--- src/hw/rtl/qscg_pkg.sv ---
// Shared types and constants of the quad subdivision corner generator.
// Holds the corner codes, the register map and the table of midpoint sources.
// Depends on nothing else.
package qscg_pkg;

  // Widths fixed by the register map and the request format.
  localparam int PADDR_W      = 6;
  localparam int PDATA_W      = 64;
  localparam int QUAD_INDEX_W = 12;
  localparam int LEVEL_W      = 3;
  localparam int REG_IDX_W    = 3;

  // Register indexes; each register sits at byte address 8 * index.
  localparam logic [REG_IDX_W-1:0] REG_CORNER_TL = 3'd0;
  localparam logic [REG_IDX_W-1:0] REG_CORNER_TR = 3'd1;
  localparam logic [REG_IDX_W-1:0] REG_CORNER_BR = 3'd2;
  localparam logic [REG_IDX_W-1:0] REG_CORNER_BL = 3'd3;
  localparam logic [REG_IDX_W-1:0] REG_SUB_LVL   = 3'd4;
  localparam logic [REG_IDX_W-1:0] REG_EMIT_LVL  = 3'd5;

  // Corner of a quad; the same codes name the child picked by an index digit.
  typedef enum logic [1:0] {
    CORNER_TL = 2'd0,
    CORNER_TR = 2'd1,
    CORNER_BL = 2'd2,
    CORNER_BR = 2'd3
  } corner_e;

  // The two old corners whose midpoint becomes one new corner.
  typedef struct packed {
    corner_e a;
    corner_e b;
  } src_pair_t;

  // A corner kept unchanged is the midpoint of itself with itself. The centre
  // of a quad always lies on the top-left to bottom-right diagonal.
  function automatic src_pair_t mid_src(corner_e child, corner_e corner);
    src_pair_t p;
    p = '{a: CORNER_TL, b: CORNER_TL};
    unique case (child)
      CORNER_TL: begin
        unique case (corner)
          CORNER_TL: p = '{a: CORNER_TL, b: CORNER_TL};
          CORNER_TR: p = '{a: CORNER_TL, b: CORNER_TR};
          CORNER_BL: p = '{a: CORNER_TL, b: CORNER_BL};
          CORNER_BR: p = '{a: CORNER_TL, b: CORNER_BR};
        endcase
      end
      CORNER_TR: begin
        unique case (corner)
          CORNER_TL: p = '{a: CORNER_TL, b: CORNER_TR};
          CORNER_TR: p = '{a: CORNER_TR, b: CORNER_TR};
          CORNER_BL: p = '{a: CORNER_TL, b: CORNER_BR};
          CORNER_BR: p = '{a: CORNER_TR, b: CORNER_BR};
        endcase
      end
      CORNER_BL: begin
        unique case (corner)
          CORNER_TL: p = '{a: CORNER_TL, b: CORNER_BL};
          CORNER_TR: p = '{a: CORNER_TL, b: CORNER_BR};
          CORNER_BL: p = '{a: CORNER_BL, b: CORNER_BL};
          CORNER_BR: p = '{a: CORNER_BL, b: CORNER_BR};
        endcase
      end
      CORNER_BR: begin
        unique case (corner)
          CORNER_TL: p = '{a: CORNER_TL, b: CORNER_BR};
          CORNER_TR: p = '{a: CORNER_TR, b: CORNER_BR};
          CORNER_BL: p = '{a: CORNER_BL, b: CORNER_BR};
          CORNER_BR: p = '{a: CORNER_BR, b: CORNER_BR};
        endcase
      end
    endcase
    return p;
  endfunction

endpackage

--- src/hw/rtl/quad_subdivision_corner_gen.sv ---
// Top level of the quad subdivision corner generator: register port,
// request and result channels, and the bit-serial midpoint datapath.
// Depends on qscg_pkg.
//
// Usage. Software writes the four root corners, the subdivision depth and the
// emit level through the APB-style port (64-bit registers at byte address
// 8 * index); a read returns the stored value. Registers must be written by
// software only while no request is in flight; the block does not enforce it.
// A request carries a quad index; its result carries the four corners of the
// selected quad and a valid flag; an out-of-range request gives zero corners.
// Both channels use valid/ready; a transfer happens when both are high.
// Datapath. Each corner coordinate lives in a shift register and is averaged
// with its partner one bit per cycle; all twelve coordinates advance together,
// one subdivision level after another. A rejected request or one of zero
// levels skips the averaging. One request is worked on at a time.
// Stalls. A finished result moves into the output register; the next request
// is taken while it waits. If the output register is still full when a result
// finishes, the datapath holds it and takes no request until the receiver
// accepts. Reset clears the registers to zero and empties the block.
module quad_subdivision_corner_gen #(
  parameter int MAX_LEVELS = 6,
  parameter int COORD_BITS = 16
) (
  input  logic                              clk_i,
  input  logic                              rst_ni,
  // register port
  input  logic                              psel,
  input  logic                              penable,
  input  logic                              pwrite,
  input  logic [qscg_pkg::PADDR_W-1:0]      paddr,
  input  logic [qscg_pkg::PDATA_W-1:0]      pwdata,
  output logic [qscg_pkg::PDATA_W-1:0]      prdata,
  output logic                              pready,
  // request channel
  input  logic                              in_valid_i,
  output logic                              in_ready_o,
  input  logic [qscg_pkg::QUAD_INDEX_W-1:0] quad_index_i,
  // result channel
  output logic                              out_valid_o,
  input  logic                              out_ready_i,
  output logic [3*COORD_BITS-1:0]           top_left_out_o,
  output logic [3*COORD_BITS-1:0]           top_right_out_o,
  output logic [3*COORD_BITS-1:0]           bottom_left_out_o,
  output logic [3*COORD_BITS-1:0]           bottom_right_out_o,
  output logic                              index_valid_o
);
  import qscg_pkg::*;

  localparam int N     = COORD_BITS;
  localparam int CW    = 3 * COORD_BITS;
  localparam int LVL_W = (MAX_LEVELS > 1) ? $clog2(MAX_LEVELS) : 1;
  localparam int DIG_W = 2 * (1 << LVL_W);
  localparam int BIT_W = $clog2(COORD_BITS + 1);

  typedef enum logic [1:0] {
    ST_IDLE,
    ST_RUN,
    ST_FINISH
  } state_e;

  // Configuration registers.
  logic [CW-1:0]      cfg_tl_q, cfg_tr_q, cfg_br_q, cfg_bl_q;
  logic [LEVEL_W-1:0] sub_levels_q, emit_level_q;

  // Control.
  state_e             state_q;
  logic [BIT_W-1:0]   bit_q;
  logic [LVL_W-1:0]   lvl_q;
  logic               out_valid_q;

  // Datapath: one shift register per corner coordinate, least significant bit
  // at position zero, with a carry and a pending top bit for each.
  logic [N-1:0]       crd_q [4][3];
  logic [N-1:0]       crd_d [4][3];
  logic [3:0][2:0]    carry_q, carry_d;
  logic [3:0][2:0]    top_q, top_d;
  logic [DIG_W-1:0]   digits_q;
  logic               req_ok_q;

  // Result register.
  logic [CW-1:0]      res_q [4];
  logic               index_valid_q;

  logic               wr_en;
  logic [REG_IDX_W-1:0] reg_idx;
  logic               in_xfer;
  logic [LEVEL_W-1:0] levels;
  logic               req_ok;
  logic               bit_last;
  corner_e            digit;
  logic [CW-1:0]      packed_crd [4];

  assign pready  = 1'b1;
  assign reg_idx = paddr[PADDR_W-1 -: REG_IDX_W];
  assign wr_en   = psel & penable & pwrite & pready;

  // Register writes.
  always_ff @(posedge clk_i or negedge rst_ni) begin
    if (!rst_ni) begin
      cfg_tl_q     <= '0;
      cfg_tr_q     <= '0;
      cfg_br_q     <= '0;
      cfg_bl_q     <= '0;
      sub_levels_q <= '0;
      emit_level_q <= '0;
    end else if (wr_en) begin
      unique case (reg_idx)
        REG_CORNER_TL: cfg_tl_q     <= pwdata[CW-1:0];
        REG_CORNER_TR: cfg_tr_q     <= pwdata[CW-1:0];
        REG_CORNER_BR: cfg_br_q     <= pwdata[CW-1:0];
        REG_CORNER_BL: cfg_bl_q     <= pwdata[CW-1:0];
        REG_SUB_LVL:   sub_levels_q <= pwdata[LEVEL_W-1:0];
        REG_EMIT_LVL:  emit_level_q <= pwdata[LEVEL_W-1:0];
        default: ;
      endcase
    end
  end

  // Register reads.
  always_comb begin
    unique case (reg_idx)
      REG_CORNER_TL: prdata = PDATA_W'(cfg_tl_q);
      REG_CORNER_TR: prdata = PDATA_W'(cfg_tr_q);
      REG_CORNER_BR: prdata = PDATA_W'(cfg_br_q);
      REG_CORNER_BL: prdata = PDATA_W'(cfg_bl_q);
      REG_SUB_LVL:   prdata = PDATA_W'(sub_levels_q);
      REG_EMIT_LVL:  prdata = PDATA_W'(emit_level_q);
      default:       prdata = '0;
    endcase
  end

  // Request check: depth within range, emit level not above the depth, and no
  // index digits beyond the levels walked.
  assign in_ready_o = (state_q == ST_IDLE);
  assign in_xfer    = in_valid_i & in_ready_o;
  assign levels     = sub_levels_q - emit_level_q;
  assign req_ok     = (int'(sub_levels_q) <= MAX_LEVELS) &&
                      (emit_level_q <= sub_levels_q) &&
                      ((quad_index_i >> {levels, 1'b0}) == '0);
  assign bit_last   = (bit_q == BIT_W'(N));
  assign digit      = corner_e'(digits_q[{lvl_q, 1'b0} +: 2]);

  // Next datapath values: load on a transfer, then one bit of every midpoint
  // sum per cycle. The sum bit of the first cycle is dropped and the sign bit
  // of the sum enters in the extra cycle, which halves each sum.
  always_comb begin
    src_pair_t pair;
    logic      a, b, s, co;
    crd_d   = crd_q;
    carry_d = carry_q;
    top_d   = top_q;
    pair    = '{a: CORNER_TL, b: CORNER_TL};
    a       = 1'b0;
    b       = 1'b0;
    s       = 1'b0;
    co      = 1'b0;
    unique case (state_q)
      ST_IDLE: begin
        if (in_xfer) begin
          carry_d = '0;
          for (int c = 0; c < 3; c++) begin
            crd_d[CORNER_TL][c] = req_ok ? cfg_tl_q[c*N +: N] : '0;
            crd_d[CORNER_TR][c] = req_ok ? cfg_tr_q[c*N +: N] : '0;
            crd_d[CORNER_BL][c] = req_ok ? cfg_bl_q[c*N +: N] : '0;
            crd_d[CORNER_BR][c] = req_ok ? cfg_br_q[c*N +: N] : '0;
          end
        end
      end
      ST_RUN: begin
        for (int j = 0; j < 4; j++) begin
          for (int c = 0; c < 3; c++) begin
            if (bit_last) begin
              crd_d[j][c]   = {top_q[j][c], crd_q[j][c][N-1:1]};
              carry_d[j][c] = 1'b0;
            end else begin
              pair          = mid_src(digit, corner_e'(j));
              a             = crd_q[pair.a][c][0];
              b             = crd_q[pair.b][c][0];
              s             = a ^ b ^ carry_q[j][c];
              co            = (a & b) | (carry_q[j][c] & (a ^ b));
              crd_d[j][c]   = {s, crd_q[j][c][N-1:1]};
              carry_d[j][c] = co;
              top_d[j][c]   = a ^ b ^ co;
            end
          end
        end
      end
      default: ;
    endcase
  end

  // Datapath registers.
  always_ff @(posedge clk_i) begin
    crd_q   <= crd_d;
    carry_q <= carry_d;
    top_q   <= top_d;
    if (in_xfer) begin
      digits_q <= DIG_W'(quad_index_i);
      req_ok_q <= req_ok;
    end
  end

  // Corners packed back into the register layout.
  always_comb begin
    for (int j = 0; j < 4; j++) begin
      for (int c = 0; c < 3; c++) begin
        packed_crd[j][c*N +: N] = crd_q[j][c];
      end
    end
  end

  // Sequencer and result register.
  always_ff @(posedge clk_i or negedge rst_ni) begin
    if (!rst_ni) begin
      state_q       <= ST_IDLE;
      bit_q         <= '0;
      lvl_q         <= '0;
      out_valid_q   <= 1'b0;
      index_valid_q <= 1'b0;
      for (int j = 0; j < 4; j++) begin
        res_q[j] <= '0;
      end
    end else begin
      // The output register empties on a transfer unless a new result
      // replaces it in the same cycle.
      if (out_valid_q && out_ready_i && (state_q != ST_FINISH)) begin
        out_valid_q <= 1'b0;
      end
      unique case (state_q)
        ST_IDLE: begin
          if (in_xfer) begin
            bit_q <= '0;
            lvl_q <= LVL_W'(levels - 1'b1);
            if (req_ok && (levels != '0)) begin
              state_q <= ST_RUN;
            end else begin
              state_q <= ST_FINISH;
            end
          end
        end
        ST_RUN: begin
          if (bit_last) begin
            bit_q <= '0;
            if (lvl_q == '0) begin
              state_q <= ST_FINISH;
            end else begin
              lvl_q <= lvl_q - 1'b1;
            end
          end else begin
            bit_q <= bit_q + 1'b1;
          end
        end
        ST_FINISH: begin
          if (!out_valid_q || out_ready_i) begin
            for (int j = 0; j < 4; j++) begin
              res_q[j] <= packed_crd[j];
            end
            index_valid_q <= req_ok_q;
            out_valid_q   <= 1'b1;
            state_q       <= ST_IDLE;
          end
        end
        default: state_q <= ST_IDLE;
      endcase
    end
  end

  assign out_valid_o        = out_valid_q;
  assign top_left_out_o     = res_q[CORNER_TL];
  assign top_right_out_o    = res_q[CORNER_TR];
  assign bottom_left_out_o  = res_q[CORNER_BL];
  assign bottom_right_out_o = res_q[CORNER_BR];
  assign index_valid_o      = index_valid_q;

endmodule

--- config.mk ---
export PLATFORM = sky130hd
export DESIGN_NAME = quad_subdivision_corner_gen
export DESIGN_NICKNAME = d
export VERILOG_FILES = /design/src/hw/rtl/qscg_pkg.sv /design/src/hw/rtl/quad_subdivision_corner_gen.sv
export SDC_FILE = /design/constraint.sdc
export NUM_CORES = 1
export LEC_CHECK = 0
export BUFFER_PORTS_ARGS = -buffer_cell sky130_fd_sc_hd__buf_2
export CAP_MARGIN = 20
export CORE_AREA = 5 5 311 313
export DETAILED_ROUTE_END_ITERATION = 7
export DIE_AREA = 0 0 316 318
export SYNTH_ARGS = -nofsm -noshare
export SYNTH_HDL_FRONTEND = slang
export SYNTH_SLANG_ARGS = --single-unit
--- constraint.sdc ---
create_clock -name clk_i -period 7.75 [get_ports clk_i]
set_input_delay 0.775 -clock clk_i [delete_from_list [all_inputs] [get_ports clk_i]]
set_output_delay 0.775 -clock clk_i [all_outputs]
set_load 0.03 [all_outputs]
==> results of run 1 <==
-- worst max path at each step --
stage                         start         end  slack [ps]  cells after the start
floorplan                in_valid_i    bit_q[2]        1910                      4
global placement    sub_levels_q[0]  crd_q[102]        3780                     10
detailed placement  sub_levels_q[0]  crd_q[149]        3750                     10
CTS                 sub_levels_q[0]  crd_q[102]        3730                     10
global route        sub_levels_q[0]   crd_q[63]        3570                     10
finish              sub_levels_q[0]   crd_q[15]        3740                     10
-- layout make-up --
| cell class | instances | share of cell area, % |
|---|---|---|
| Sequential cell | 631 | 51.38 |
| Multi-Input combinational cell | 1296 | 30.19 |
| Clock buffer | 106 | 6.351 |
| Timing Repair Buffer | 341 | 5.641 |
| Tap cell | 1265 | 4.802 |
| Clock inverter | 34 | 1.127 |
| Inverter | 37 | 0.4441 |
| Antenna cell | 8 | 0.06073 |
-- worst reg2reg max path, cell delays in order, from the launching register on --
cell and delay (ps):
dfrtp_1 420, inv_1 70, ha_1 150, inv_1 50, fa_1 540, nand2b_1 230, o221a_2 320, o221ai_4 180
buf_4 630, buf_4 890, o32ai_1 220
-- metal layers --
metal	vias up	track usage [%]
met4	8	5.480
met2	549	26.52
met1	9423	21.71
met5	-	0
li1	8181	-
met3	127	4.357
-- synth_stat cells (2+ instances only) --
master    number
nand2b_1       3
o31ai_2       12
o32ai_1       12
a221oi_1       2
a21o_1         2
buf_4         27
buf_2         63
o21ai_0       23
a22o_1         2
inv_1         37
a21oi_1        3
and3_1         7
a22oi_1       94
and2_1         2
conb_1         2
edfxtp_1     229
nor3b_1        4
dfrtp_1      402
mux2_4         2
mux2_1         3
mux4_2         2
mux2i_1       15
fa_1          25
nor3_1         6
nor2b_1        5
o41ai_1        2
o31ai_1      169
nand3_1        5
clkbuf_1      64
nand2_1      438
mux2_2       396
nor2_1        21
ha_1           6
buf_6         19
buf_1          2
-- metrics by stage --
step	area [sq um]	power (uW)
6_report	32960	10540
5_1_grt	32950	11130
4_1_cts	32910	10650
3_5_place_dp	30450	7104
3_3_place_gp	30450	7053
2_1_floorplan	27940	6405
-- cell families after synthesis --
kind of cell	Yosys count	synth area share [%]
buf+inv	212	4.012
other cells	2	0.02694
fa+ha+maj	31	2.064
compound gates	330	9.020
xor+xnor	2	0.08977
simple gates	498	7.122
mux	418	16.92
flops	631	60.74
-- report_power, final --
group | leakage [uW] | switching [uW] | internal [uW]
clock | 0.00120 | 1450 | 2050
combinational | 0.00615 | 1270 | 717
sequential | 0.00777 | 564 | 4500
==> impl_metrics.csv, run 1 <==
group,metric,value,unit
yosys,ys_seq_area_share,60.74,%
drt,top_layer,"met5",
setup_path,path_delay_family,"buffers and inverters",
sta,tightest_slew,1025,ps
clocking,clockBufferDepth,3,
drt,dr.pass1.iters,5,
yosys,synth_edf_count,229,
grt,grt_pass1_wl,125800,um
clocking,clkTransAtPathRegs,60,ps
setup_path,reg2reg_depth,10,
setup_path,critPathMaxFanout,68,
drt,wl_met3,5902,um
outcome,status,"finished, final reports clean",
setup_path,regToRegSetupSlack,3740,ps
finish,final_cell_mix,"nand2_1 (438), dfrtp_1 (402), mux2_2 (396)",
drt,postRouteAntennaNets,0,
setup_path,critPathKind,"flip-flop to flip-flop",
setup_path,rr_endpoint,"crd_q[15]",
floorplanning,initial_core_util,29.65,%
clocking,cts_tree,"yes",
drt,post_drt_wl_per_cell,22.78,um
sta,holdWs,224.6,ps
clocking,htreeDepth,3,
pwr,peakVddDrop,200.4,uV
setup_path,rr_startpoint,"sub_levels_q[0]",
sta,rsz0062_at_grt,"no",
floorplanning,num_rows,113,
setup_path,cpPeakStageDelay,800,ps
placed_design,gp_congestion,0.7744,
finish,final_core_util,35.06,%
setup_path,crit_required,8060,ps
finish,fill_cells,9258,
floorplanning,dieHeight,318,um
yosys,ys.flop_type,"dfrtp_1",
finish,layout.cells.non_filler,3718,
finish,regArea,16940,sq um
pwr,p_per_area,319.9,nW/um^2
yosys,syn_area_per_cell,13.13,sq um
finish,fin_nets,2502,
clocking,cts_made_buffers,75,
floorplanning,core_region_area,94020,sq um
grt,antenna_found_initial,13,
sta,finalSetupViolations,0,
worst_hold_path,min_path_type,"input pin to asynchronous set/reset pin",
grt,grt_use_total,16.49,%
placed_design,dp_hpwl,54890,um
floorplanning,ios,349,
finish,largest_reg_flops,192,
setup_path,path_cells,"inv_1 -> ha_1 -> inv_1 -> fa_1 -> nand2b_1 -> o221a_2 -> o221ai_4 -> buf_4 -> buf_4 -> o32ai_1",
drt,wl_met1,35810,um
yosys,synth_area_leaders,"dfrtp_1 (36%), edfxtp_1 (25%), mux2_2 (16%)",
finish,multi_input_comb_area,9952,sq um
yosys,ys_warn_count,0,
setup_path,critPathLaunchType,"flip-flop",
sta,hold_violations,0,
job,cap_violations,0,
finish,top_register,"crd_q",
sta,drv_slew,0,
clocking,cts_root_buffer,"clkbuf_16",
sta,fin_crit_sh,51.81,%
setup_path,arrival,4330,ps
sta,relSlewSlack,31.65,%
grt,grt_overflow_total,0,
clocking,post_cts_resized,0,
grt,grt_max_degree,174,
yosys,syn_area,27880,sq um
drt,vias_per_cell,4.919,
drt,wl_met2,40370,um
sta,fmax,249.1,MHz
grt,grt_pass1_vias,18738,
yosys,ys_seq_elements,631,
sta,clock_skew,29.83,ps
setup_path,cp_slowest_cell,"buf_4",
yosys,syn-instance-count,2124,
yosys,yosysTopAreaCell,"dfrtp_1",
drt,dr_total_vias,18288,
floorplanning,die_area,100500,sq um
floorplanning,die_x,316,um
clocking,post_cts_buffers,0,
yosys,synth.top_cell.area_share,36.08,%
clocking,clk_latency,630,ps
drt,wirelength,84700,um
pwr,p_leak,0.01512,uW
sta,setup_slack,3735,ps
setup_path,cp_num_buf_inv,4,
sta,min_period,4015,ps
placed_design,portBuffers,312,
setup_path,worstSetupEndpointType,"flip-flop",
finish,area_delta_synth_final,18.22,%
sta,fin_setup_tns,0,ps
yosys,yosys.cell_types.count,53,
yosys,synthArstFlopShare,63.71,%
placed_design,dp_cells,3569,
finish,final_common_cell,"nand2_1",
clocking,hold_buffers,0,
drt,drc,0,
finish,drive_above_1_share,36.11,%
clocking,clock-sinks,631,
placed_design,dp_slack,3751,ps
drt,drtIter0Drc,1469,
Note: power is estimated with default switching activity, not from simulation.
==> run 2, diff against run 1 <==
==> constraint.sdc (replaced) <==
create_clock -name clk_i -period 3.3 [get_ports clk_i]
set_input_delay 0.33 -clock clk_i [delete_from_list [all_inputs] [get_ports clk_i]]
set_output_delay 0.33 -clock clk_i [all_outputs]
set_load 0.03 [all_outputs]
==> impl_metrics.csv, run 2 (synthesis results as in run 1) <==
group,metric,value,unit
setup_path,critPathMaxFanout,6,
finish,area_delta_synth_final,22.52,%
setup_path,rr_startpoint,"lvl_q[0]",
clocking,hold_buffers,59,
setup_path,worstSetupEndpointType,"flip-flop",
pwr,finalPower,25280,uW
setup_path,critPathKind,"flip-flop to flip-flop",
finish,top_register,"crd_q",
floorplanning,die_x,316,um
sta,finalSetupViolations,0,
clocking,cts_tree,"yes",
grt,grt_pass1_wl,127500,um
placed_design,gp_congestion,0.7860,
setup_path,rr_endpoint,"crd_q[159]",
pwr,p_per_area,740.0,nW/um^2
clocking,cts_made_buffers,73,
setup_path,crit_start,"lvl_q[0]",
drt,post_drt_wl_per_cell,22.15,um
grt,grt_overflow_total,0,
placed_design,dp_hpwl,57360,um
sta,min_period,3078,ps
finish,final_cell_mix,"nand2_1 (438), dfrtp_1 (402), mux2_2 (396)",
drt,vias_per_cell,4.912,
grt,antenna_found_initial,6,
setup_path,path_delay_family,"multiplexers",
worst_hold_path,whs_endpoint,"cfg_bl_q[6]",
setup_path,arrival,3430,ps
grt,grt_pass1_vias,19304,
clocking,clockBufferDepth,3,
sta,rsz0062_at_grt,"no",
worst_hold_path,min_path_type,"input pin to flip-flop",
setup_path,cp_num_buf_inv,2,
drt,drtIter0Drc,1491,
finish,fin_nets,2597,
sta,tightest_slew,772.4,ps
setup_path,crit_required,3650,ps
drt,dr_total_vias,18705,
worst_hold_path,hp-start,"pwdata[6]",
grt,grt_max_degree,106,
worst_hold_path,min_path_cells,2,
grt,grt_use_total,16.55,%
pwr,p_leak,0.01567,uW
sta,clock_skew,28.33,ps
setup_path,cp_slowest_cell,"dfrtp_1",
floorplanning,initial_core_util,29.65,%
clocking,clk_latency,620,ps
setup_path,critPathLaunchType,"flip-flop",
floorplanning,ios,349,
clocking,htreeDepth,3,
finish,fill_cells,9199,
placed_design,portBuffers,312,
sta,fin_crit_sh,93.28,%
drt,postRouteAntennaNets,0,
finish,drive_above_1_share,36.18,%
clocking,post_cts_buffers,0,
finish,final_common_cell,"nand2_1",
finish,largest_reg_flops,192,
outcome,status,"finished, final reports clean",
clocking,clkTransAtPathRegs,60,ps
clocking,post_cts_resized,0,
clocking,cts_root_buffer,"clkbuf_16",
floorplanning,dieHeight,318,um
setup_path,regToRegSetupSlack,220,ps
setup_path,reg2reg_depth,9,
setup_path,path_cells,"mux2_4 -> a222oi_1 -> buf_4 -> mux2_2 -> mux2i_1 -> buf_4 -> fa_1 -> mux2i_1 -> o32ai_1",
job,cap_violations,0,
pwr,peakVddDrop,432.7,uV
clocking,clock-sinks,631,
sta,fmax,324.8,MHz
setup_path,cpPeakStageDelay,490,ps
drt,drc,0,
floorplanning,die_area,100500,sq um
drt,wirelength,84340,um
sta,drv_slew,0,
sta,fin_setup_tns,0,ps
sta,relSlewSlack,48.40,%
floorplanning,core_region_area,94020,sq um
floorplanning,num_rows,113,
sta,hold_violations,0,
drt,dr.pass1.iters,7,
[run 2: cell types whose count changed in the layout (fill, tap and decap cells not counted), moves of 2 or more]
cell	delta
buf_12	+29
diode_2	-2
clkinv_16	-2
clkbuf_8	-2
clkinv_1	+3
bufinv_16	+2
buf_4	+10
clkbuf_1	-4
inv_8	-3
dlygate4sd3_1	+59
[run 2: worst max path at each step]
stage | end | slack [ps] | cells after the start
3_5_place_dp | crd_q[159] | 250 | 9
5_1_grt | crd_q[175] | 100 | 9
3_3_place_gp | crd_q[175] | 280 | 9
6_report | crd_q[159] | 220 | 9
4_1_cts | crd_q[159] | 220 | 9
2_1_floorplan | carry_q[0] | -850 | 3
[run 2: where the power goes]
group | internal (uW) | switching [uW] | leakage, uW
registers | 10600 | 1400 | 0.00777
clock network | 4900 | 3340 | 0.00120
logic | 2030 | 3040 | 0.00671
[run 2: worst reg2reg max path, delay by kind of cell (launching register included)]
family | cells | cell delay, ps
AOI/OAI and AO/OA | 2 | 480
adders and majority gates | 1 | 400
buffers and inverters | 2 | 430
DFF | 1 | 490
muxes | 4 | 1020
[run 2: area by class of cell]
cell class	instances	area [sq um]	area share (%)
Inverter	37	142.6	0.4175
Tap cell	1265	1583	4.633
Multi-Input combinational cell	1296	9963	29.17
Sequential cell	631	16940	49.58
Clock buffer	101	2076	6.076
Timing Repair Buffer	438	3078	9.010
Clock inverter	34	367.9	1.077
Antenna cell	6	15.01	0.04395
[run 2: through the flow]
step / hold slack [ps] / worst slack, ps / instances / util [%] / cell area [sq um]
floorplan: 34.41 / -851.7 / 2139 / - / 27960
global placement: 376.2 / 276.1 / 3608 / 33.09 / 31110
detailed placement: 365.6 / 246.9 / 3608 / 33.09 / 31110
CTS: 2.315 / 224.5 / 3802 / 36.32 / 34150
global route: 26.59 / 95.33 / 3802 / 36.32 / 34150
finish: 55.23 / 221.6 / 3808 / 36.33 / 34160
[run 2: per-layer routing]
layer	share of wire, %	up-vias	global-route usage [%]
met4	3.0	2	5.391
li1	-	8379	-
met3	6.8	120	4.194
met2	47	553	26.64
met5	0.014	-	0
met1	43	9651	21.90
==> run 3, diff against run 2 <==
--- a/config.mk
+++ b/config.mk
@@ -6,10 +6,9 @@
 export NUM_CORES = 1
 export LEC_CHECK = 0
 export BUFFER_PORTS_ARGS = -buffer_cell sky130_fd_sc_hd__buf_2
-export CAP_MARGIN = 20
-export CORE_AREA = 5 5 311 313
+export CORE_AREA = 2 2 308 310
 export DETAILED_ROUTE_END_ITERATION = 7
-export DIE_AREA = 0 0 316 318
+export DIE_AREA = 0 0 310 312
 export SYNTH_ARGS = -nofsm -noshare
 export SYNTH_HDL_FRONTEND = slang
 export SYNTH_SLANG_ARGS = --single-unit
==> impl_metrics.csv, run 3 (synthesis results as in run 1) <==
group,metric,value,unit
drt,drc,0,
floorplanning,num_rows,112,
sta,min_period,3058,ps
pwr,power.switching,7965,uW
drt,dr.pass1.iters,7,
grt,grt_overflow_total,0,
clocking,clkTransAtPathRegs,60,ps
clocking,cts_made_buffers,74,
setup_path,critPathLaunchType,"flip-flop",
pwr,p_per_area,743.6,nW/um^2
clocking,cts_root_buffer,"clkbuf_16",
clocking,clock-sinks,631,
clocking,clockBufferDepth,3,
setup_path,arrival,3490,ps
setup_path,reg2reg_depth,10,
drt,post_drt_wl_per_cell,22.36,um
drt,drtIter0Drc,1605,
floorplanning,core_region_area,93050,sq um
job,cap_violations,0,
grt,antenna_found_initial,9,
sta,holdWs,87.46,ps
finish,largest_reg_flops,192,
drt,vias_per_cell,4.906,
finish,final_cell_mix,"nand2_1 (438), dfrtp_1 (401), mux2_2 (396)",
setup_path,critPathKind,"flip-flop to flip-flop",
floorplanning,die_area,96720,sq um
sta,fin_setup_tns,0,ps
sta,drv_slew,0,
setup_path,crit_required,3740,ps
placed_design,portBuffers,312,
finish,top_register,"crd_q",
clocking,cts_tree,"yes",
setup_path,rr_endpoint,"crd_q[15]",
finish,drive_above_1_share,36.69,%
sta,relSlewSlack,50.88,%
worst_hold_path,hp-start,"out_ready_i",
sta,tightest_slew,736.8,ps
finish,layout.cells.non_filler,3815,
pwr,p_clk_share,32.5,%
floorplanning,die_x,310,um
worst_hold_path,min_path_type,"input pin to flip-flop",
drt,postRouteAntennaNets,0,
sta,fin_crit_sh,92.66,%
clocking,post_cts_buffers,0,
placed_design,dp_hpwl,57470,um
clocking,htreeDepth,3,
setup_path,rr_startpoint,"sub_levels_q[0]",
pwr,comb_power_share,20.5,%
drt,dr_total_vias,18718,
grt,grt_pass1_wl,127000,um
grt,grt_pass1_vias,19097,
drt,wirelength,85310,um
floorplanning,ios,349,
finish,fin_nets,2613,
placed_design,gp_congestion,0.7924,
setup_path,regToRegSetupSlack,240,ps
grt,grt_max_degree,105,
sta,fmax,327.1,MHz
sta,clock_skew,26.54,ps
setup_path,critPathMaxFanout,24,
pwr,seqPwrFrac,47.0,%
clocking,clk_latency,640,ps
finish,final_common_cell,"nand2_1",
sta,finalSetupViolations,0,
pwr,p_leak,0.01573,uW
finish,design_area,34260,sq um
placed_design,place_area,31180,sq um
worst_hold_path,whs_endpoint,"out_valid_o",
outcome,status,"finished, final reports clean",
sta,hold_violations,0,
grt,grt_use_total,17.42,%
pwr,internal-power,17510,uW
pwr,switching_share,31.27,%
pwr,finalPower,25470,uW
floorplanning,initial_core_util,29.96,%
sta,rsz0062_at_grt,"no",
floorplanning,dieHeight,312,um
finish,area_delta_synth_final,22.86,%
placed_design,dp_cells,3610,
pwr,peakVddDrop,335.2,uV
setup_path,worstSetupEndpointType,"flip-flop",
worst_hold_path,min_path_cells,3,
[run 3: cell types whose count changed in the layout (fill, tap and decap cells not counted), moves of 2 or more]
cell	previous run	this run
clkinv_2	10	16
inv_16	1	3
clkinv_1	9	3
inv_6	3	1
clkbuf_1	17	20
buf_4	34	48
dlygate4sd3_1	59	61
clkinvlp_4	2	5
[run 3: critical path, cell delays in order, from the launching register on]
cell and delay, ps:
dfrtp_1 430, inv_1 80, ha_1 150, inv_1 60, fa_1 410, xor2_2 380, a22oi_1 240, a31o_4 390
buf_12 220, buf_12 160, o32ai_1 310
[run 3: power groups by stage]
stage               Sequential [uW]  Clock, uW  Combinational (uW)
global route                  12200       8780                5800
detailed placement            12100          0                5180
CTS                           12000       8490                5250
global placement              12100          0                5070
floorplan                     11400          0                3650
finish                        12000       8280                5220
[run 3: worst max path at each step]
stage | start | to | slack [ps] | depth (start not counted)
2_1_floorplan | state_q[0] | carry_q[0] | -850 | 3
3_3_place_gp | lvl_q[0] | crd_q[15] | 220 | 9
3_5_place_dp | lvl_q[0] | crd_q[159] | 210 | 9
4_1_cts | lvl_q[0] | crd_q[159] | 190 | 9
5_1_grt | sub_levels_q[0] | crd_q[15] | 70 | 10
6_report | sub_levels_q[0] | crd_q[15] | 240 | 10
[run 3: cell type report]
cell class	instances	area (sq um)
Clock buffer	102	2048
Timing Repair Buffer	453	3183
Sequential cell	631	16940
Inverter	37	142.6
Clock inverter	35	395.4
Fill cell	9177	58790
Tap cell	1254	1569
Multi-Input combinational cell	1296	9963
Antenna cell	7	17.52
[run 3: metrics by stage]
stage,utilization (%),setup slack (ps)
global placement,33.51,219.5
floorplan,-,-851.7
detailed placement,33.51,209.5
CTS,36.80,187.5
finish,36.82,242.4
global route,36.81,72.28
[run 3: timing repair]
item	CTS	global route
hold buffers	61	0
gates resized for setup	0	1
endpoints found under the setup margin	0	1
endpoints found under the hold margin	268	0
[run 3: per-layer routing]
layer  vias up  wire [um]  track usage [%]
met4         6       2227            5.413
met1      9626      36650            23.12
met5         -         41                0
met2       557      40920            28.25
li1       8405          -                -
met3       124       5474            3.906
